<file path="src/rtl/core/bws_pkg.sv">
// shared constants, types and helpers for the wheel speed controller
`default_nettype none

package bws_pkg;

  localparam int NUM_SENSORS = 8;
  localparam int SLOT_W      = (NUM_SENSORS > 1) ? $clog2(NUM_SENSORS) : 1;
  localparam int NUM_WEIGHTS = 8;

  localparam int IDX_W    = 3;
  localparam int RANGE_W  = 16;
  localparam int SPEED_W  = 16;
  localparam int WEIGHT_W = 8;
  localparam int PACKED_W = NUM_WEIGHTS * WEIGHT_W;
  localparam int CFG_W    = PACKED_W;
  localparam int CFG_IDX_W = 3;

  localparam int S_DATA_W = ((IDX_W + RANGE_W + 7) / 8) * 8;
  localparam int M_DATA_W = ((2 * SPEED_W + RANGE_W + 7) / 8) * 8;

  localparam int ACT_W    = 17;
  localparam int MUL_A_W  = 34;
  localparam int MUL_B_W  = 17;
  localparam int PROD_W   = MUL_A_W + MUL_B_W;
  localparam int AV_W     = 33;
  localparam int ACC_W    = 48;
  localparam int FRAC_DROP = 20;
  localparam int RND_W    = ACC_W - FRAC_DROP;

  localparam logic [RANGE_W-1:0] RANGE_FLOOR = 16'd82;
  localparam int                 ACT_ONE     = 65536;

  localparam logic [15:0] BASE_SPEED_RST = 16'd4096;
  localparam logic [15:0] FLOOR_RST      = 16'h8000;
  localparam logic [15:0] CEILING_RST    = 16'h7fff;
  localparam logic [15:0] MAX_RANGE_RST  = 16'd4096;
  localparam logic [15:0] FULL_DIST_RST  = 16'd410;
  localparam logic [15:0] INV_SPAN_RST   = 16'd4551;

  typedef enum logic [CFG_IDX_W-1:0] {
    REG_LEFT_W    = 3'd0,
    REG_RIGHT_W   = 3'd1,
    REG_BASE      = 3'd2,
    REG_FLOOR     = 3'd3,
    REG_CEILING   = 3'd4,
    REG_MAX_RANGE = 3'd5,
    REG_FULL_DIST = 3'd6,
    REG_INV_SPAN  = 3'd7
  } bws_reg_t;

  typedef struct packed {
    logic              accept;
    logic              mul_t;
    logic              mul_av;
    logic              mul_l;
    logic              mul_r;
    logic [SLOT_W-1:0] slot;
    logic              load_out;
  } bws_cmd_t;

  function automatic logic signed [WEIGHT_W-1:0] weight_of(logic [PACKED_W-1:0] p,
                                                           int unsigned k);
    logic signed [WEIGHT_W-1:0] w;
    w = '0;
    for (int j = 0; j < NUM_WEIGHTS; j++) begin
      if (k == j) w = p[WEIGHT_W*j +: WEIGHT_W];
    end
    return w;
  endfunction

endpackage

`default_nettype wire

</file>
<file path="src/rtl/core/bws_ctrl.sv">
// sequencer: slot walk, multiplier phases and output beat handshake
`default_nettype none

module bws_ctrl (
  input  logic              clk,
  input  logic              rst,
  input  logic              s_tvalid,
  output logic              s_tready,
  output logic              m_tvalid,
  input  logic              m_tready,
  output bws_pkg::bws_cmd_t cmd
);
  import bws_pkg::*;

  typedef enum logic [6:0] {
    ST_IDLE  = 7'b0000001,
    ST_T     = 7'b0000010,
    ST_AV    = 7'b0000100,
    ST_L     = 7'b0001000,
    ST_R     = 7'b0010000,
    ST_FLUSH = 7'b0100000,
    ST_DONE  = 7'b1000000
  } bws_state_t;

  bws_state_t        state, state_next;
  logic [SLOT_W-1:0] slot, slot_next;
  logic              out_valid, out_valid_next;
  logic              last_slot;
  logic              out_free;

  assign last_slot = (slot == SLOT_W'(NUM_SENSORS - 1));
  assign out_free  = !out_valid || m_tready;
  assign s_tready  = (state == ST_IDLE);
  assign m_tvalid  = out_valid;

  always_comb begin
    state_next     = state;
    slot_next      = slot;
    out_valid_next = out_valid && !m_tready;
    cmd            = '0;
    cmd.slot       = slot;
    case (state)
      ST_IDLE: begin
        if (s_tvalid) begin
          cmd.accept = 1'b1;
          slot_next  = '0;
          state_next = ST_T;
        end
      end
      ST_T: begin
        cmd.mul_t  = 1'b1;
        state_next = ST_AV;
      end
      ST_AV: begin
        cmd.mul_av = 1'b1;
        state_next = ST_L;
      end
      ST_L: begin
        cmd.mul_l  = 1'b1;
        state_next = ST_R;
      end
      ST_R: begin
        cmd.mul_r = 1'b1;
        if (last_slot) begin
          state_next = ST_FLUSH;
        end else begin
          slot_next  = slot + 1'b1;
          state_next = ST_T;
        end
      end
      ST_FLUSH: begin
        state_next = ST_DONE;
      end
      ST_DONE: begin
        if (out_free) begin
          cmd.load_out   = 1'b1;
          out_valid_next = 1'b1;
          state_next     = ST_IDLE;
        end
      end
      default: begin
        state_next = ST_IDLE;
      end
    endcase
  end

  always_ff @(posedge clk) begin
    if (rst) begin
      state     <= ST_IDLE;
      slot      <= '0;
      out_valid <= 1'b0;
    end else begin
      state     <= state_next;
      slot      <= slot_next;
      out_valid <= out_valid_next;
    end
  end

endmodule

`default_nettype wire

</file>
<file path="src/rtl/core/bws_datapath.sv">
// registers, range slots, shared multiplier, accumulators and output beat
`default_nettype none

module bws_datapath (
  input  logic                         clk,
  input  logic                         rst,
  input  logic                         cfg_we,
  input  logic [bws_pkg::CFG_IDX_W-1:0] cfg_index,
  input  logic [bws_pkg::CFG_W-1:0]    cfg_data,
  input  logic                         action,
  input  logic [bws_pkg::IDX_W-1:0]    sensor_index,
  input  logic [bws_pkg::RANGE_W-1:0]  range_reading,
  input  bws_pkg::bws_cmd_t            cmd,
  output logic [bws_pkg::M_DATA_W-1:0] m_tdata
);
  import bws_pkg::*;

  logic [PACKED_W-1:0]       left_w, right_w;
  logic [15:0]               base_speed;
  logic signed [SPEED_W-1:0] speed_floor, speed_ceiling;
  logic [RANGE_W-1:0]        range_cap, full_dist;
  logic [15:0]               inv_span;

  logic [RANGE_W-1:0]        ranges [NUM_SENSORS];
  logic [RANGE_W-1:0]        cur_r, clamp_lo, clamp_r, e_val;
  logic                      act_zero;
  logic [32:0]               t_full;
  logic [24:0]               t_val;
  logic [ACT_W-1:0]          act;
  logic signed [WEIGHT_W-1:0] wl, wr;
  logic signed [MUL_A_W-1:0] mul_a;
  logic signed [MUL_B_W-1:0] mul_b;
  logic signed [PROD_W-1:0]  prod;
  logic [AV_W-1:0]           av;
  logic signed [ACC_W-1:0]   sum_l, sum_r;
  logic                      r_pend;
  logic [RANGE_W-1:0]        nearest;
  logic signed [SPEED_W-1:0] out_left, out_right;
  logic [RANGE_W-1:0]        out_nearest;

  function automatic logic signed [SPEED_W-1:0] finish(logic signed [ACC_W-1:0] s,
                                                       logic signed [SPEED_W-1:0] lo,
                                                       logic signed [SPEED_W-1:0] hi);
    logic signed [ACC_W-1:0] rnd;
    logic signed [RND_W-1:0] v;
    rnd = s + $signed(ACC_W'(1) << (FRAC_DROP - 1));
    v   = rnd[ACC_W-1:FRAC_DROP];
    if (v < $signed({{(RND_W-SPEED_W){lo[SPEED_W-1]}}, lo})) begin
      v = {{(RND_W-SPEED_W){lo[SPEED_W-1]}}, lo};
    end
    if (v > $signed({{(RND_W-SPEED_W){hi[SPEED_W-1]}}, hi})) begin
      v = {{(RND_W-SPEED_W){hi[SPEED_W-1]}}, hi};
    end
    return v[SPEED_W-1:0];
  endfunction

  // config registers
  always_ff @(posedge clk) begin
    if (rst) begin
      left_w        <= '0;
      right_w       <= '0;
      base_speed    <= BASE_SPEED_RST;
      speed_floor   <= FLOOR_RST;
      speed_ceiling <= CEILING_RST;
      range_cap     <= MAX_RANGE_RST;
      full_dist     <= FULL_DIST_RST;
      inv_span      <= INV_SPAN_RST;
    end else if (cfg_we) begin
      case (bws_reg_t'(cfg_index))
        REG_LEFT_W:    left_w        <= cfg_data;
        REG_RIGHT_W:   right_w       <= cfg_data;
        REG_BASE:      base_speed    <= cfg_data[15:0];
        REG_FLOOR:     speed_floor   <= cfg_data[15:0];
        REG_CEILING:   speed_ceiling <= cfg_data[15:0];
        REG_MAX_RANGE: range_cap     <= cfg_data[15:0];
        REG_FULL_DIST: full_dist     <= cfg_data[15:0];
        REG_INV_SPAN:  inv_span      <= cfg_data[15:0];
        default: begin
        end
      endcase
    end
  end

  // reading clamp and slot store
  always_comb begin
    clamp_lo = (range_reading < RANGE_FLOOR) ? RANGE_FLOOR : range_reading;
    clamp_r  = (clamp_lo > range_cap) ? range_cap : clamp_lo;
  end

  always_ff @(posedge clk) begin
    if (rst) begin
      for (int i = 0; i < NUM_SENSORS; i++) ranges[i] <= MAX_RANGE_RST;
    end else if (cmd.accept) begin
      for (int i = 0; i < NUM_SENSORS; i++) begin
        if (action) begin
          ranges[i] <= range_cap;
        end else if (int'(sensor_index) == i) begin
          ranges[i] <= clamp_r;
        end
      end
    end
  end

  // per-slot arithmetic
  always_comb begin
    cur_r  = ranges[cmd.slot];
    e_val  = ((cur_r < full_dist) ? full_dist : cur_r) - full_dist;
    t_full = {1'b0, prod[31:0]} + 33'd128;
    t_val  = t_full[32:8];
    if (act_zero || t_val >= 25'(ACT_ONE)) begin
      act = '0;
    end else begin
      act = ACT_W'(ACT_ONE) - t_val[ACT_W-1:0];
    end
    wl = weight_of(left_w, int'(cmd.slot));
    wr = weight_of(right_w, int'(cmd.slot));
    mul_a = '0;
    mul_b = '0;
    if (cmd.mul_t) begin
      mul_a = {{(MUL_A_W-RANGE_W){1'b0}}, e_val};
      mul_b = {1'b0, inv_span};
    end else if (cmd.mul_av) begin
      mul_a = {{(MUL_A_W-ACT_W){1'b0}}, act};
      mul_b = {1'b0, base_speed};
    end else if (cmd.mul_l) begin
      mul_a = {1'b0, prod[AV_W-1:0]};
      mul_b = {{(MUL_B_W-WEIGHT_W){wl[WEIGHT_W-1]}}, wl};
    end else if (cmd.mul_r) begin
      mul_a = {1'b0, av};
      mul_b = {{(MUL_B_W-WEIGHT_W){wr[WEIGHT_W-1]}}, wr};
    end
  end

  always_ff @(posedge clk) begin
    if (cmd.mul_t || cmd.mul_av || cmd.mul_l || cmd.mul_r) prod <= mul_a * mul_b;
    if (cmd.mul_t) act_zero <= (cur_r >= range_cap) || (range_cap <= full_dist);
    if (cmd.mul_l) av <= prod[AV_W-1:0];
  end

  // accumulators; the right product lands in the cycle after the left one
  always_ff @(posedge clk) begin
    if (rst) begin
      r_pend <= 1'b0;
    end else begin
      r_pend <= cmd.mul_r;
    end
    if (cmd.accept) begin
      sum_l   <= '0;
      sum_r   <= '0;
      nearest <= '1;
    end else begin
      if (cmd.mul_r) sum_l <= sum_l + $signed(prod[ACC_W-1:0]);
      if (r_pend)    sum_r <= sum_r + $signed(prod[ACC_W-1:0]);
      if (cmd.mul_t && cur_r < nearest) nearest <= cur_r;
    end
  end

  always_ff @(posedge clk) begin
    if (cmd.load_out) begin
      out_left    <= finish(sum_l, speed_floor, speed_ceiling);
      out_right   <= finish(sum_r, speed_floor, speed_ceiling);
      out_nearest <= nearest;
    end
  end

  assign m_tdata = M_DATA_W'({out_nearest, out_right, out_left});

endmodule

`default_nettype wire

</file>
<file path="src/rtl/core/braitenberg_wheel_speed.sv">
// top level: eight-sensor repulsion controller giving two wheel speeds
// sequence: after accept each slot takes four products on one shared multiplier (T, AV,
// L, R phases), then FLUSH and DONE, where the result beat is loaded once the output is
// free; a new item is taken only in IDLE, and a held result beat does not block accept
// reset: synchronous rst clears the sequencer, sets registers to their reset values and
// fills every range slot with the reset max range at once
`default_nettype none

module braitenberg_wheel_speed (
  input  logic                          clk,
  input  logic                          rst,
  input  logic                          cfg_we,
  input  logic [bws_pkg::CFG_IDX_W-1:0] cfg_index,
  input  logic [bws_pkg::CFG_W-1:0]     cfg_data,
  input  logic                          s_tvalid,
  output logic                          s_tready,
  input  logic [bws_pkg::S_DATA_W-1:0]  s_tdata,  // sensor_index, range_reading, zero pad
  input  logic                          s_tuser,  // action
  output logic                          m_tvalid,
  input  logic                          m_tready,
  output logic [bws_pkg::M_DATA_W-1:0]  m_tdata   // left_speed, right_speed, nearest_range
);
  import bws_pkg::*;

  bws_cmd_t cmd;

  bws_ctrl u_ctrl (
    .clk      (clk),
    .rst      (rst),
    .s_tvalid (s_tvalid),
    .s_tready (s_tready),
    .m_tvalid (m_tvalid),
    .m_tready (m_tready),
    .cmd      (cmd)
  );

  bws_datapath u_datapath (
    .clk           (clk),
    .rst           (rst),
    .cfg_we        (cfg_we),
    .cfg_index     (cfg_index),
    .cfg_data      (cfg_data),
    .action        (s_tuser),
    .sensor_index  (s_tdata[IDX_W-1:0]),
    .range_reading (s_tdata[IDX_W +: RANGE_W]),
    .cmd           (cmd),
    .m_tdata       (m_tdata)
  );

endmodule

`default_nettype wire

</file>
<file path="config.mk">
export PLATFORM = sky130hd
export DESIGN_NAME = braitenberg_wheel_speed
export DESIGN_NICKNAME = d
export VERILOG_FILES = /design/src/rtl/core/bws_pkg.sv /design/src/rtl/core/bws_ctrl.sv /design/src/rtl/core/bws_datapath.sv /design/src/rtl/core/braitenberg_wheel_speed.sv
export SDC_FILE = /design/constraint.sdc
export NUM_CORES = 2
export LEC_CHECK = 0
export ABC_AREA = 1
export BUFFER_PORTS_ARGS = -buffer_cell sky130_fd_sc_hd__buf_2
export CAP_MARGIN = 25
export CORE_ASPECT_RATIO = 1.2
export CORE_MARGIN = 2
export CORE_UTILIZATION = 65
export CTS_BUF_LIST = sky130_fd_sc_hd__clkbuf_16
export DETAILED_ROUTE_END_ITERATION = 8
export HOLD_SLACK_MARGIN = 0.15
export PLACE_DENSITY = 0.87
export SYNTH_ARGS = -nofsm -noshare
export SYNTH_HDL_FRONTEND = slang
export SYNTH_SLANG_ARGS = --single-unit
</file>
<file path="constraint.sdc">
create_clock -name clk -period 10.85 [get_ports clk]
set_input_delay 0.5425 -clock clk [delete_from_list [all_inputs] [get_ports clk]]
set_output_delay 0.5425 -clock clk [all_outputs]
set_load 0.02 [all_outputs]
</file>
# Word level (Yosys, flattened, before mapping)
# Memory sizes are Yosys's and may differ from the RTL's. A register that Yosys moved wholly into a read port is not among the register bits.
# Cells that the tools add are included.
word_totals:
  reg_bits: 478
  latch_bits: 0
  ramBits: 128
  rom_bits: 0
  in_bits: 97
  output_inout_bits: 50
  wordCells: 228
  n_memories: 1
classes:
  n_addsub: 8
  mul: 1
  n_div: 0
  n_lt_le_gt_ge: 11
  n_eq_ne: 31
  shifts: 0
  mux: 115
  bitwise_logic: 16
  n_reduce_logical: 24
mem_list:
  columns: ["memory", "words", "width", "rd", "rd_clocked_by_memory_dff", "write_ports", "line_no", "source"]
  rows:
  - ["u_datapath.ranges", 8, 16, 1, 1, 8, "bws_datapath.sv:24", "logic [RANGE_W-1:0] ranges [NUM_SENSORS];"]
ops:
  columns: ["cell", "n"]
  rows:
  - ["2-to-1 mux 16 bit", 21]
  - ["2-to-1 mux 8 bit", 16]
  - ["2-to-1 mux 28 bit", 4]
  - ["adder 48 x 21 -> 48 bit (second input constant)", 2]
  - ["adder 48 bit", 2]
  - ["2-to-1 mux 17 bit", 5]
  - ["2-to-1 mux 34 bit", 2]
  - ["2-to-1 mux 33 bit", 2]
  - ["> comparator 28 x 16 -> 1 bit", 2]
  - ["< comparator 28 x 16 -> 1 bit", 2]
  - ["2-to-1 mux 1 bit", 56]
  - ["one-hot mux 7 bit (7 select lines)", 1]
  - ["multiplier 34 x 17 -> 48 bit", 1]
  - ["== test 3 bit (second input constant)", 12]
  - ["adder 32 x 8 -> 33 bit (second input constant)", 1]
  - ["< comparator 16 bit", 2]
  - ["greater-or-equal comparator 25 x 17 -> 1 bit (second input constant)", 1]
  - ["== test 3 x 2 -> 1 bit (second input constant)", 6]
  - ["AND reduction 2 bit", 9]
  - ["subtractor 17 bit (first input constant)", 1]
  - ["greater-or-equal comparator 16 bit", 1]
  - ["> comparator 16 bit", 1]
  - ["less-or-equal comparator 16 bit", 1]
  - ["< comparator 16 x 7 -> 1 bit (second input constant)", 1]
  - ["23 further kinds", 54]

# Depth between registers and ports, before layout
depth:
  word_depth: 14
  mapped_depth: 57
  depth_no_buf: 54

# Modules after synthesis
# Synthesis repeated with hierarchy kept, for this count alone.
hier_totals:
  hier_cells: 7540
  hier_area_um2: 57318.7
by_module_without_submodules:
  columns: ["module", "n_inst", "cells_each", "area_each_um2", "seq_area_each_um2"]
  rows:
  - ["bws_datapath", 1, 7447, 56641.8, 14493.9]
  - ["bws_ctrl", 1, 93, 676.9, 220.2]

# Least setup slack after synthesis
# Ideal clock, no wire load.
synth_timing:
  path_type: "register to register"
  from: "register with a tool-made name"
  to: "register u_datapath.prod[44] (data pin)"
  setup_time_ns: 0.264
  arrival_ns: 9.448
  required_time_ns: 10.586
  setup_slack_ns: 1.138
  stages_incl_launch_ff: 50
  path_buffers: 4
  synth_period_minus_slack_ns: 9.712
  cell_sequence: "dfxtp_1 > clkbuf_1 > clkbuf_1 > buf_1 > nor2_1 > nor2_1 > o21ai_0 > a31oi_1 > ha_1 > a21oi_1 > nor2_1 > a2111oi_0 > nand2_1 > clkbuf_1 > nand2_1 > o21ai_0 > ha_1 > fa_1 > [14 not listed] > fa_1 > fa_1 > inv_1 > fa_1 > inv_1 > fa_1 > inv_1 > fa_1 > inv_1 > ha_1 > nand2_1 > nor4_1 > nand3_1 > nand3_1 > nand3_1 > nand2_1 > a31oi_1 > xor2_1"
synth_rtl:
  columns: ["element", "line_no", "source"]
  rows:
  - ["end signal, assigned", "bws_datapath.sv:135", "if (cmd.mul_t || cmd.mul_av || cmd.mul_l || cmd.mul_r) prod <= mul_a * mul_b;"]
  - ["end, declared", "bws_datapath.sv:33", "logic signed [PROD_W-1:0] prod;"]

==> summary.txt <==
Route
  – Antenna-violating nets left: 0
  – Avg Vias per Cell: 6.08
  – Via count: 54900
  – Routed wire per std cell: between 20 and 25 um
  – Number of DRC markers in iteration 0: around 6400
  – Total Wirelength: 187000 um
  – First drt pass iteration count: 9
  – DRC Markers: 34

Layout
  – Final Non-Filler Cells: 9034
  – Share of layout cells above drive strength 1: between 5 and 6%
  – Post-Route Utilization: a little under three quarters
  – Area Overhead vs Synth: 8.53%
  – Fill cells: slightly below 7000
  – Final nets: 8840

Clock network
  – Later-pin clock latency in the skew report: 0.67 ns
  – Clock buffers created by TritonCTS: between 60 and 70
  – CTS tree: built
  – Sink Count: 609
  – H-tree depth reported by CTS: 3
  – Clock transition at path regs: around 0.070 ns
  – CTS Root Cell: clkbuf_16
  – Longest Clk Path Bufs: 3

Setup path
  – Endpoint class of the critical path: register
  – Slowest cell delay on critical path: approximately 0.57 ns
  – CP required: roughly 11 ns
  – CP Launch Type: register
  – Worst Path Max Fanout: 13
  – Critical path type: reg -> reg
  – Reg2Reg Depth: ~50
  – Arr. time, crit path: approximately 11 ns
  – Slowest CP cell: fa_1
  – CP most frequent cell: nand2_1

Global route
  – Largest net degree at the start of global routing: ~120
  – Initial antenna violation count: 4
  – First-pass GRT wire length: roughly 290000 um
  – Vias in the first global route: approximately 54000
  – Global router's overall resource usage: roughly two fifths
  – GRT overflow: 0

STA
  – Final setup violation count: 0
  – Final Hold Fails: 0
  – Fin crit period: 10.37 ns
  – Max Freq: 0.0964 GHz
  – Clock skew: around 0.07 ns
  – Slew margin rel.: about 28%
  – Tightest Pin Transition: approximately 1.1 ns
  – Pins Over Slew Limit: 0
  – Fin crit share: a little over nine tenths

Placement
  – Post-Place Cells: roughly 9000
  – Port Buffers: approximately 140
  – Dpl hpwl: roughly 140000 um
  – Placer Congestion: 1.05

Logic synthesis
  – Post-synth EDFFs: approximately 260
  – Asr flop ratio synth: 0%
  – Synth Net Count: between 8000 and 9000
  – Average size of a mapped cell: between 7 and 8 um^2
  – Sequential share of the synthesized area: 25.6%
  – Synth Instances: ~7700
  – Synth area leaders: fa_1 16%, edfxtp_1 13%, dfxtp_1 12%
  – Top-area cell type share of the netlist area: around 16%
  – Post-Syn Area: a little under 60000 um^2
  – Synthesis Warnings: 0
  – Area leader, netlist: fa_1
  – Main flop type after synthesis: dfxtp_1
  – Yosys reg bits: 609
  – Post-synthesis cell type count: a little over 60

Floorplan
  – Initial core utilization: 65.6%
  – Die area: slightly above 90000 um^2
  – Die width: approximately 280 um
  – Core box area: between 80000 and 90000 um^2
  – Die Ht: roughly 330 um
  – # rows: 119
  – Boundary pin count: roughly 150

Outcome
  – Failing checks: DRC
  – Outcome: finished with violations

Worst hold path
  – WHS Path Cells: 3
  – Worst Hold Class: in -> reg

Pwr
  – Power Density: ~110 nW/um^2
  – Worst ir drop on vdd: about 0.11 mV
  – Leak pwr: 31.9 nW

Job
  – Total of max-cap violations: 0
==> metal layers <==
layer / vias to the layer above / share of wire [%] / GRT usage, %
li1: 25000 / - / -
met1: 25800 / 35 / 47.9
met2: 3216 / 46 / 66.6
met3: 927 / 11 / 8.94
met4: 4 / 8.7 / 29.9
met5: - / 0.013 / 0
==> cells in the mapped netlist, types with 23 or more instances <==
cell      count
inv_1      1389
nand2_1    1323
nor2_1     1026
o21ai_0     630
fa_1        467
ha_1        449
a21oi_1     425
dfxtp_1     351
nand3_1     307
edfxtp_1    258
clkbuf_1    225
xor2_1      122
nand4_1      86
o211ai_1     82
nor3_1       71
xnor2_1      48
a31oi_1      42
o22ai_1      39
o21bai_1     34
a21o_1       27
and2_1       27
buf_1        25
o21a_1       23
o21ai_1      23
o221ai_1     23
==> worst max-delay path: cells and delay by family, from the launching register on <==
family,cells,cell delay [ns]
compound gates,10,1.77
xor+xnor,2,0.45
fa+ha+maj,10,4.34
buf+inv,13,1.53
flops,1,0.35
simple gates,16,1.68
==> power breakdown <==
group          switching, mW  total [mW]  internal [mW]  leakage [nW]
Combinational           1.31        1.92          0.610          25.4
Clock                   1.05        2.28           1.23          1.12
Sequential            0.0927        2.61           2.52          5.37
==> worst paths after layout <==
| path | start | to | slack (ns) |
|---|---|---|---|
| min | cfg_data[27] | u_datapath.left_w[27] | 0.16 |
| max | register | u_datapath.prod[46] | 0.48 |
| max reg2reg | register | u_datapath.prod[46] | 0.48 |
| min reg2reg | u_datapath.base_speed[7] | u_datapath.base_speed[7] | 0.45 |
==> repair_timing <==
action / in CTS / in global routing
setup endpoints to repair: 0 / 27
hold buffers: 33 / 0
buffers inserted: 0 / 3
resized for setup: 0 / 18
hold endpoints to repair: 61 / 0
==> registers in the layout (all words and copies together), names as in the netlist, 33 cells and up, named ones only <==
register / flops
u_datapath.ranges: 128
u_datapath.sum_r: 48
u_datapath.prod: 48
u_datapath.av: 33
u_datapath.sum_l: 48
u_datapath.right_w: 64
u_datapath.left_w: 64
==> logic make-up after synthesis <==
logic type | count (synthesis) | share of synthesized area, %
fa+ha+maj | 916 | 26.0
xor+xnor | 170 | 2.58
flops | 609 | 25.6
simple gates | 2932 | 21.0
compound gates | 1425 | 13.9
buf+inv | 1673 | 11.0
==> metrics by stage <==
step | TNS [ns] | instance area (um^2) | power (mW) | setup WS [ns] | hold slack, ns
finish | 0 | 62500 | 6.81 | 0.480 | 0.155
global route | -0.00351 | 62500 | 7.08 | -0.00351 | 0.155
CTS | 0 | 62300 | 6.70 | 0.297 | 0.151
detailed placement | 0 | 59800 | 4.45 | 0.356 | 0.444
global placement | 0 | 59700 | 4.40 | 0.533 | 0.436
floorplan | 0 | 57600 | 3.79 | 1.14 | 0.425
==> area by class of cell <==
class                           count  area [um^2]  area share, %
Antenna cell                        5         12.5         0.0200
Clock buffer                       69         1730           2.76
Clock inverter                     52          468          0.748
Inverter                         1403         5270           8.43
Multi-Input combinational cell   5443        36700           58.6
Sequential cell                   609        14800           23.6
Tap cell                         1149         1440           2.30
Timing Repair Buffer              304         2170           3.47
==> cells in the final DEF, fill, tap and decap left out, types with 39 or more instances in the layout <==
master,instances
inv_1,1399
clkbuf_16,69
a21oi_1,424
xor2_1,122
buf_2,141
a31oi_1,40
nand2_1,1323
xnor2_1,48
nor3_1,71
o22ai_1,39
o21ai_0,629
ha_1,449
edfxtp_1,258
fa_1,467
buf_4,119
dfxtp_1,349
nor2_1,1018
nand3_1,303
nand4_1,86
o211ai_1,82
Power figures use the tool's default switching activity.
